===== src/rtl/core/cpct_pkg.sv =====
// ----------------------------------------------------------------------------
// cpct_pkg
// Types and constants shared by the collider pair contact tracker.
// ----------------------------------------------------------------------------
package cpct_pkg;

    // Shape kinds.
    localparam logic [1:0] KIND_RECT   = 2'd0;
    localparam logic [1:0] KIND_CIRCLE = 2'd1;

    // Contact event codes.
    localparam logic [1:0] EV_NONE  = 2'd0;
    localparam logic [1:0] EV_ENTER = 2'd1;
    localparam logic [1:0] EV_STAY  = 2'd2;
    localparam logic [1:0] EV_EXIT  = 2'd3;

    // Geometry widths in units of 1/512.
    localparam int GEO_W = 28;
    localparam int MAG_W = 27;
    localparam int RAD_W = 25;
    localparam int SQ_W  = 2 * MAG_W;
    localparam int ACC_W = SQ_W + 1;

    typedef struct packed {
        logic [31:0]        left_id;
        logic [31:0]        right_id;
        logic [1:0]         left_kind;
        logic [1:0]         right_kind;
        logic signed [23:0] left_x;
        logic signed [23:0] left_y;
        logic [15:0]        left_w;
        logic [15:0]        left_h;
        logic signed [23:0] right_x;
        logic signed [23:0] right_y;
        logic [15:0]        right_w;
        logic [15:0]        right_h;
    } pair_item_t;

    typedef struct packed {
        logic [1:0] contact_event;
        logic       overlapping;
        logic       table_full;
    } event_item_t;

    // One table slot.
    typedef struct packed {
        logic        valid;
        logic        contact;
        logic [63:0] key;
    } slot_t;

endpackage


===== src/rtl/core/cpct_overlap.sv =====
// ----------------------------------------------------------------------------
// cpct_overlap
// Multi-cycle shape overlap test with one shared squaring multiplier.
// ----------------------------------------------------------------------------
module cpct_overlap import cpct_pkg::*; (
    input  logic       clk,
    input  logic       rst_n,
    input  logic       start,
    input  pair_item_t item,
    output logic       done,
    output logic       hit
);

    localparam logic [2:0] GS_IDLE = 3'd0;
    localparam logic [2:0] GS_PREP = 3'd1;
    localparam logic [2:0] GS_DIFF = 3'd2;
    localparam logic [2:0] GS_SQX  = 3'd3;
    localparam logic [2:0] GS_SQY  = 3'd4;
    localparam logic [2:0] GS_SQR  = 3'd5;
    localparam logic [2:0] GS_CMP  = 3'd6;

    function automatic logic signed [GEO_W-1:0] dbl(input logic signed [23:0] p);
        return {{(GEO_W-25){p[23]}}, p, 1'b0};
    endfunction

    function automatic logic signed [GEO_W-1:0] scale100(input logic [16:0] s);
        logic [GEO_W-1:0] t;
        t = {{(GEO_W-17){1'b0}}, s} * GEO_W'(100);
        return signed'(t);
    endfunction

    function automatic logic [GEO_W-1:0] absv(input logic signed [GEO_W-1:0] v);
        logic signed [GEO_W-1:0] a;
        a = (v < 0) ? -v : v;
        return unsigned'(a);
    endfunction

    logic [2:0]              step_reg;
    pair_item_t              item_reg;
    logic                    rr_reg, round_reg;
    logic signed [GEO_W-1:0] mx_reg, my_reg, lox_reg, hix_reg, loy_reg, hiy_reg;
    logic signed [GEO_W-1:0] rdx_reg, rdy_reg, rsx_reg, rsy_reg;
    logic [RAD_W-1:0]        rad_reg;
    logic                    rr_hit_reg;
    logic [MAG_W-1:0]        magx_reg, magy_reg;
    logic [SQ_W-1:0]         prod_reg;
    logic [ACC_W-1:0]        acc_reg;

    // Operand selection: circle first, the other shape second.
    logic                    is_rr, is_cc, is_cr, is_rc;
    logic signed [23:0]      cx, cy, ox, oy;
    logic [15:0]             cw, ch, ow, oh;
    logic signed [GEO_W-1:0] octr_x, octr_y, px, py;
    logic [MAG_W-1:0]        mul_a;

    always_comb
    begin
        is_rr = (item_reg.left_kind == KIND_RECT) && (item_reg.right_kind == KIND_RECT);
        is_cc = (item_reg.left_kind == KIND_CIRCLE) && (item_reg.right_kind == KIND_CIRCLE);
        is_cr = (item_reg.left_kind == KIND_CIRCLE) && (item_reg.right_kind == KIND_RECT);
        is_rc = (item_reg.left_kind == KIND_RECT) && (item_reg.right_kind == KIND_CIRCLE);
        cx = is_rc ? item_reg.right_x : item_reg.left_x;
        cy = is_rc ? item_reg.right_y : item_reg.left_y;
        cw = is_rc ? item_reg.right_w : item_reg.left_w;
        ch = is_rc ? item_reg.right_h : item_reg.left_h;
        ox = is_rc ? item_reg.left_x : item_reg.right_x;
        oy = is_rc ? item_reg.left_y : item_reg.right_y;
        ow = is_rc ? item_reg.left_w : item_reg.right_w;
        oh = is_rc ? item_reg.left_h : item_reg.right_h;
        octr_x = dbl(ox) + scale100({1'b0, ow});
        octr_y = dbl(oy) + scale100({1'b0, oh});

        // Clamp the circle centre into the other span; a circle pair uses a point span.
        px = mx_reg;
        if (mx_reg > hix_reg) px = hix_reg;
        if (mx_reg < lox_reg) px = lox_reg;
        py = my_reg;
        if (my_reg > hiy_reg) py = hiy_reg;
        if (my_reg < loy_reg) py = loy_reg;

        case (step_reg)
            GS_SQX:  mul_a = magx_reg;
            GS_SQY:  mul_a = magy_reg;
            default: mul_a = {{(MAG_W-RAD_W){1'b0}}, rad_reg};
        endcase
    end

    // Step sequencer and datapath registers.
    always_ff @(posedge clk or negedge rst_n)
    begin
        if (!rst_n)
        begin
            step_reg <= GS_IDLE;
        end
        else
        begin
            case (step_reg)
                GS_IDLE: if (start) step_reg <= GS_PREP;
                GS_CMP:  step_reg <= GS_IDLE;
                default: step_reg <= step_reg + 3'd1;
            endcase
        end
    end

    always_ff @(posedge clk)
    begin
        case (step_reg)
            GS_IDLE:
            begin
                if (start) item_reg <= item;
            end
            GS_PREP:
            begin
                rr_reg    <= is_rr;
                round_reg <= is_cc || is_cr || is_rc;
                mx_reg    <= dbl(cx) + scale100({1'b0, cw});
                my_reg    <= dbl(cy) + scale100({1'b0, ch});
                lox_reg   <= is_cc ? octr_x : dbl(ox);
                loy_reg   <= is_cc ? octr_y : dbl(oy);
                hix_reg   <= is_cc ? octr_x : dbl(ox) + (scale100({1'b0, ow}) <<< 1);
                hiy_reg   <= is_cc ? octr_y : dbl(oy) + (scale100({1'b0, oh}) <<< 1);
                rad_reg   <= is_cc
                    ? RAD_W'(scale100({1'b0, item_reg.left_w} + {1'b0, item_reg.right_w}))
                    : RAD_W'(scale100({1'b0, cw}));
                rdx_reg   <= dbl(item_reg.left_x) - dbl(item_reg.right_x);
                rdy_reg   <= dbl(item_reg.left_y) - dbl(item_reg.right_y);
                rsx_reg   <= scale100({1'b0, item_reg.left_w} + {1'b0, item_reg.right_w});
                rsy_reg   <= scale100({1'b0, item_reg.left_h} + {1'b0, item_reg.right_h});
            end
            GS_DIFF:
            begin
                magx_reg   <= MAG_W'(absv(mx_reg - px));
                magy_reg   <= MAG_W'(absv(my_reg - py));
                rr_hit_reg <= (absv(rdx_reg) < unsigned'(rsx_reg))
                           && (absv(rdy_reg) < unsigned'(rsy_reg));
            end
            default:
            begin
            end
        endcase

        // Squares: x, then y, then radius; the x and y products join the sum in the cycle after they are registered.
        prod_reg <= SQ_W'(mul_a) * SQ_W'(mul_a);
        if (step_reg == GS_SQY) acc_reg <= ACC_W'(prod_reg);
        if (step_reg == GS_SQR) acc_reg <= acc_reg + ACC_W'(prod_reg);
    end

    assign done = (step_reg == GS_CMP);
    assign hit  = rr_reg ? rr_hit_reg : (round_reg && (acc_reg <= ACC_W'(prod_reg)));

endmodule


===== config.mk =====
export PLATFORM = sky130hd
export DESIGN_NAME = cpct_overlap
export DESIGN_NICKNAME = d
export VERILOG_FILES = /design/src/rtl/core/cpct_pkg.sv /design/src/rtl/core/cpct_overlap.sv
export SDC_FILE = /design/constraint.sdc
export NUM_CORES = 2
export LEC_CHECK = 0
export ABC_AREA = 1
export BUFFER_PORTS_ARGS = -buffer_cell sky130_fd_sc_hd__buf_2
export CAP_MARGIN = 5
export CORE_UTILIZATION = 30
export CTS_CLUSTER_SIZE = 28
export DETAILED_ROUTE_END_ITERATION = 6
export PLACE_DENSITY = 0.53
export RECOVER_POWER = 100
export SYNTH_ARGS = -nofsm -noshare
export SYNTH_HDL_FRONTEND = slang
export SYNTH_SLANG_ARGS = --single-unit
export TNS_END_PERCENT = 10

===== constraint.sdc =====
create_clock -name clk -period 13.5 [get_ports clk]
set_input_delay 2.025 -clock clk [delete_from_list [all_inputs] [get_ports clk]]
set_output_delay 2.025 -clock clk [all_outputs]
set_load 0.05 [all_outputs]

==> impl_metrics.env <==
export IMPL_place_area_um2=80500
export IMPL_critPathMaxStageDelay_ns=0.75
export IMPL_area_growth_pct=9.15
export IMPL_clock_sinks=588
export IMPL_synth_area_um2=75600
export IMPL_die_w_um=504
export IMPL_largest_reg_flops=164
export IMPL_row_count=183
export IMPL_cp_endpoint="prod_reg[46]"
export IMPL_met3WireLength_mm=10.1
export IMPL_grt_pass1_wl_mm=361
export IMPL_setup_tns_ns=0
export IMPL_start_util=0.303
export IMPL_grt_pass1_vias=63300
export IMPL_root_buffer="clkbuf_16"
export IMPL_drt_iter0_markers=4125
export IMPL_layout_drive_gt1_share=0.0446
export IMPL_postCtsHoldBufs=0
export IMPL_syn_num_nets=11400
export IMPL_filler_cell_count=26600
export IMPL_async_flop_share=0.00510
export IMPL_grt_usage=0.181
export IMPL_wire_per_inst_um=17.6
export IMPL_worst_setup_path_end_kind="flop"
export IMPL_yosys_most_used_dff="edfxtp_1"
export IMPL_startpoint="step_reg[1]"
export IMPL_grt_setup_unrepaired="no"
export IMPL_post_route_cell_area_um2=82500
export IMPL_route_vias_total=62400
export IMPL_finalMaxSlewViolations=834
export IMPL_top_layer="met4"
export IMPL_finClkSkew_ns=0.0381
export IMPL_critical_path_max_fanout=26
export IMPL_die_area_um2=254000
export IMPL_clock_latency_ns=0.70
export IMPL_cp_arrival_ns=11.42
export IMPL_reg2reg_depth=35
export IMPL_worst_r2r_setup_slack_ns=2.63
export IMPL_ys_ff_latch=588
export IMPL_ctsResizeCount=0
export IMPL_clkTransAtPathRegs_ns=0.06
export IMPL_max_freq_ghz=0.0920
export IMPL_ys_top_cells_by_area="edfxtp_1 21%, ha_1 17%, fa_1 16%"
export IMPL_fp_dieH_um=504
export IMPL_finalHoldViolCount=0
export IMPL_worstReg2RegStart="step_reg[1]"
export IMPL_post_cts_setup_buffers=0
export IMPL_drt_pass1_iter_count=6
export IMPL_r2r_end="prod_reg[46]"
export IMPL_grt_max_degree=174
export IMPL_worst_ep_required_time_ns=14.05
export IMPL_hpwl_mm=194
export IMPL_cts_tree="yes"
export IMPL_grt_antenna_before_repair=3
export IMPL_status="finished, violations left"
export IMPL_io_pin_count=233
export IMPL_route_detailed_drc=0
export IMPL_worstSetupPathType="flop to flop"
export IMPL_ys_warn_count=0
export IMPL_synth_area_leader_cell="edfxtp_1"
export IMPL_synth_edf_count=534
export IMPL_cap_violations=11
export IMPL_failed_checks="capacitance limit, slew limit"
export IMPL_nNetsFinal=11500
export IMPL_synth_yosys_seq_area_share=0.227
export IMPL_relSlewSlack=-5.17
export IMPL_finalSetupViolCount=0
export IMPL_ant_nets=0
export IMPL_overflow=0
export IMPL_min_period_ns=10.87
export IMPL_hold_path_class="flop to flop"
export IMPL_startpoint_type="flop"
export IMPL_timing_critical_path_mode_cell="inv_1"
export IMPL_clockBufferDepth=3
export IMPL_finalCritPeriodShare=0.805
export IMPL_max_slew_worst_pin_slew_ns=9.26
export IMPL_gp_congestion=0.961
export IMPL_viasPerCell=4.77
export IMPL_drt_total_wl_mm=230
export IMPL_place_port_buffers=168
export IMPL_core_area_um2=250000
export IMPL_avgSynthCellArea_um2=7.91
export IMPL_cpMaxStageDelayCell="inv_1"
export IMPL_synth_top_area_frac=0.212
export IMPL_htreeDepth=3
export IMPL_final_util=0.331
export IMPL_met2_length_mm=106
export IMPL_wl_met1_mm=106
export IMPL_yosysUniqueCellTypes=72
export IMPL_synthCells=9562
export IMPL_cts_buffers_inserted=69
[logic make-up after synthesis]
family / synth area share
AND/OR/NAND/NOR: 0.176
buffers and inverters: 0.112
XOR/XNOR: 0.0464
AO/OA/AOI/OAI: 0.112
adder cells (fa/ha/maj): 0.327
flip-flops: 0.227
[worst max-delay path: cells and delay by family, from the launching register on]
family | cells | cell delay (ns)
xor gates and xnor gates | 1 | 0.34
and+or+nand+nor | 9 | 1.55
DFF | 1 | 0.40
adders and majority gates | 9 | 4.59
buffers and inverters | 12 | 2.94
AOI/OAI and AO/OA | 4 | 0.83
[through the flow]
step | cells | hold slack (ns) | worst slack, ns
after floorplan | 9562 | 0.513 | 0.850
after global placement | 13000 | 0.539 | 3.50
after detailed placement | 13000 | 0.559 | 3.44
after CTS | 13100 | 0.568 | 3.42
after global routing | 13100 | 0.584 | 1.97
final | 13100 | 0.572 | 2.63
[worst min path at each step]
stage | start | endpoint | slack (ns) | depth (start not counted)
2_1_floorplan | step_reg[0] | step_reg[0] | 0.51 | 1
3_3_place_gp | step_reg[0] | step_reg[0] | 0.54 | 1
3_5_place_dp | step_reg[0] | step_reg[0] | 0.56 | 1
4_1_cts | step_reg[0] | step_reg[0] | 0.57 | 1
5_1_grt | step_reg[0] | step_reg[0] | 0.58 | 1
6_report | step_reg[0] | step_reg[0] | 0.57 | 1
[synth_stat cells, types with 30 or more instances]
cell and instances:
clkbuf_1 96, nor3_1 56, fa_1 593, nand2_1 1761, xnor2_1 145, nor4_1 36, dfxtp_1 51, o21bai_1 47
ha_1 1028, inv_1 2043, o21ai_0 578, xor2_1 254, a31oi_1 46, a21o_1 30, buf_2 42, a21oi_1 607
nand4_1 113, nor2_1 757, edfxtp_1 534, nand3_1 356
[placed cells by master, fill, tap and decap left out, types with 18 or more instances in the layout]
master and count:
clkbuf_16 70, xor2_1 254, buf_4 37, o21ai_2 18
nor4_1 36, a21oi_1 607, xnor2_1 145, clkbuf_1 31
nand3_1 356, nand2_1 1762, o21a_1 27, nor3_1 56
a21o_1 30, o21ai_0 593, nand2_2 25, buf_2 153
o211ai_1 20, ha_1 1028, or2_2 20, nor2_1 760
edfxtp_1 534, nor2_2 20, inv_1 2047, fa_1 593
inv_2 25, a21boi_0 24, nand3b_1 23, o21bai_1 47
dfxtp_1 51, a31oi_1 46, nand4_1 113
[layout make-up]
cell class | count | area [µm²] | share of cell area
clock inverters | 47 | 490 | 0.00594
repair buffers | 218 | 1150 | 0.0139
multi-input cells | 6739 | 50000 | 0.606
diodes | 2 | 5.00 | 0.0000606
inverters | 2081 | 7810 | 0.0946
flip-flops and latches | 588 | 17100 | 0.208
well taps | 3330 | 4170 | 0.0505
clock buffers | 74 | 1780 | 0.0215
[metal layers]
| layer | global-route usage | up-vias |
|---|---|---|
| li1 | - | 31000 |
| met1 | 0.243 | 29600 |
| met2 | 0.303 | 1531 |
| met3 | 0.0161 | 293 |
| met4 | 0.0596 | 0 |
| met5 | 0 | - |
Power is left out: the tool's default activity adds up to more than one toggle a clock period on the data nets, which glitch-free logic cannot reach.
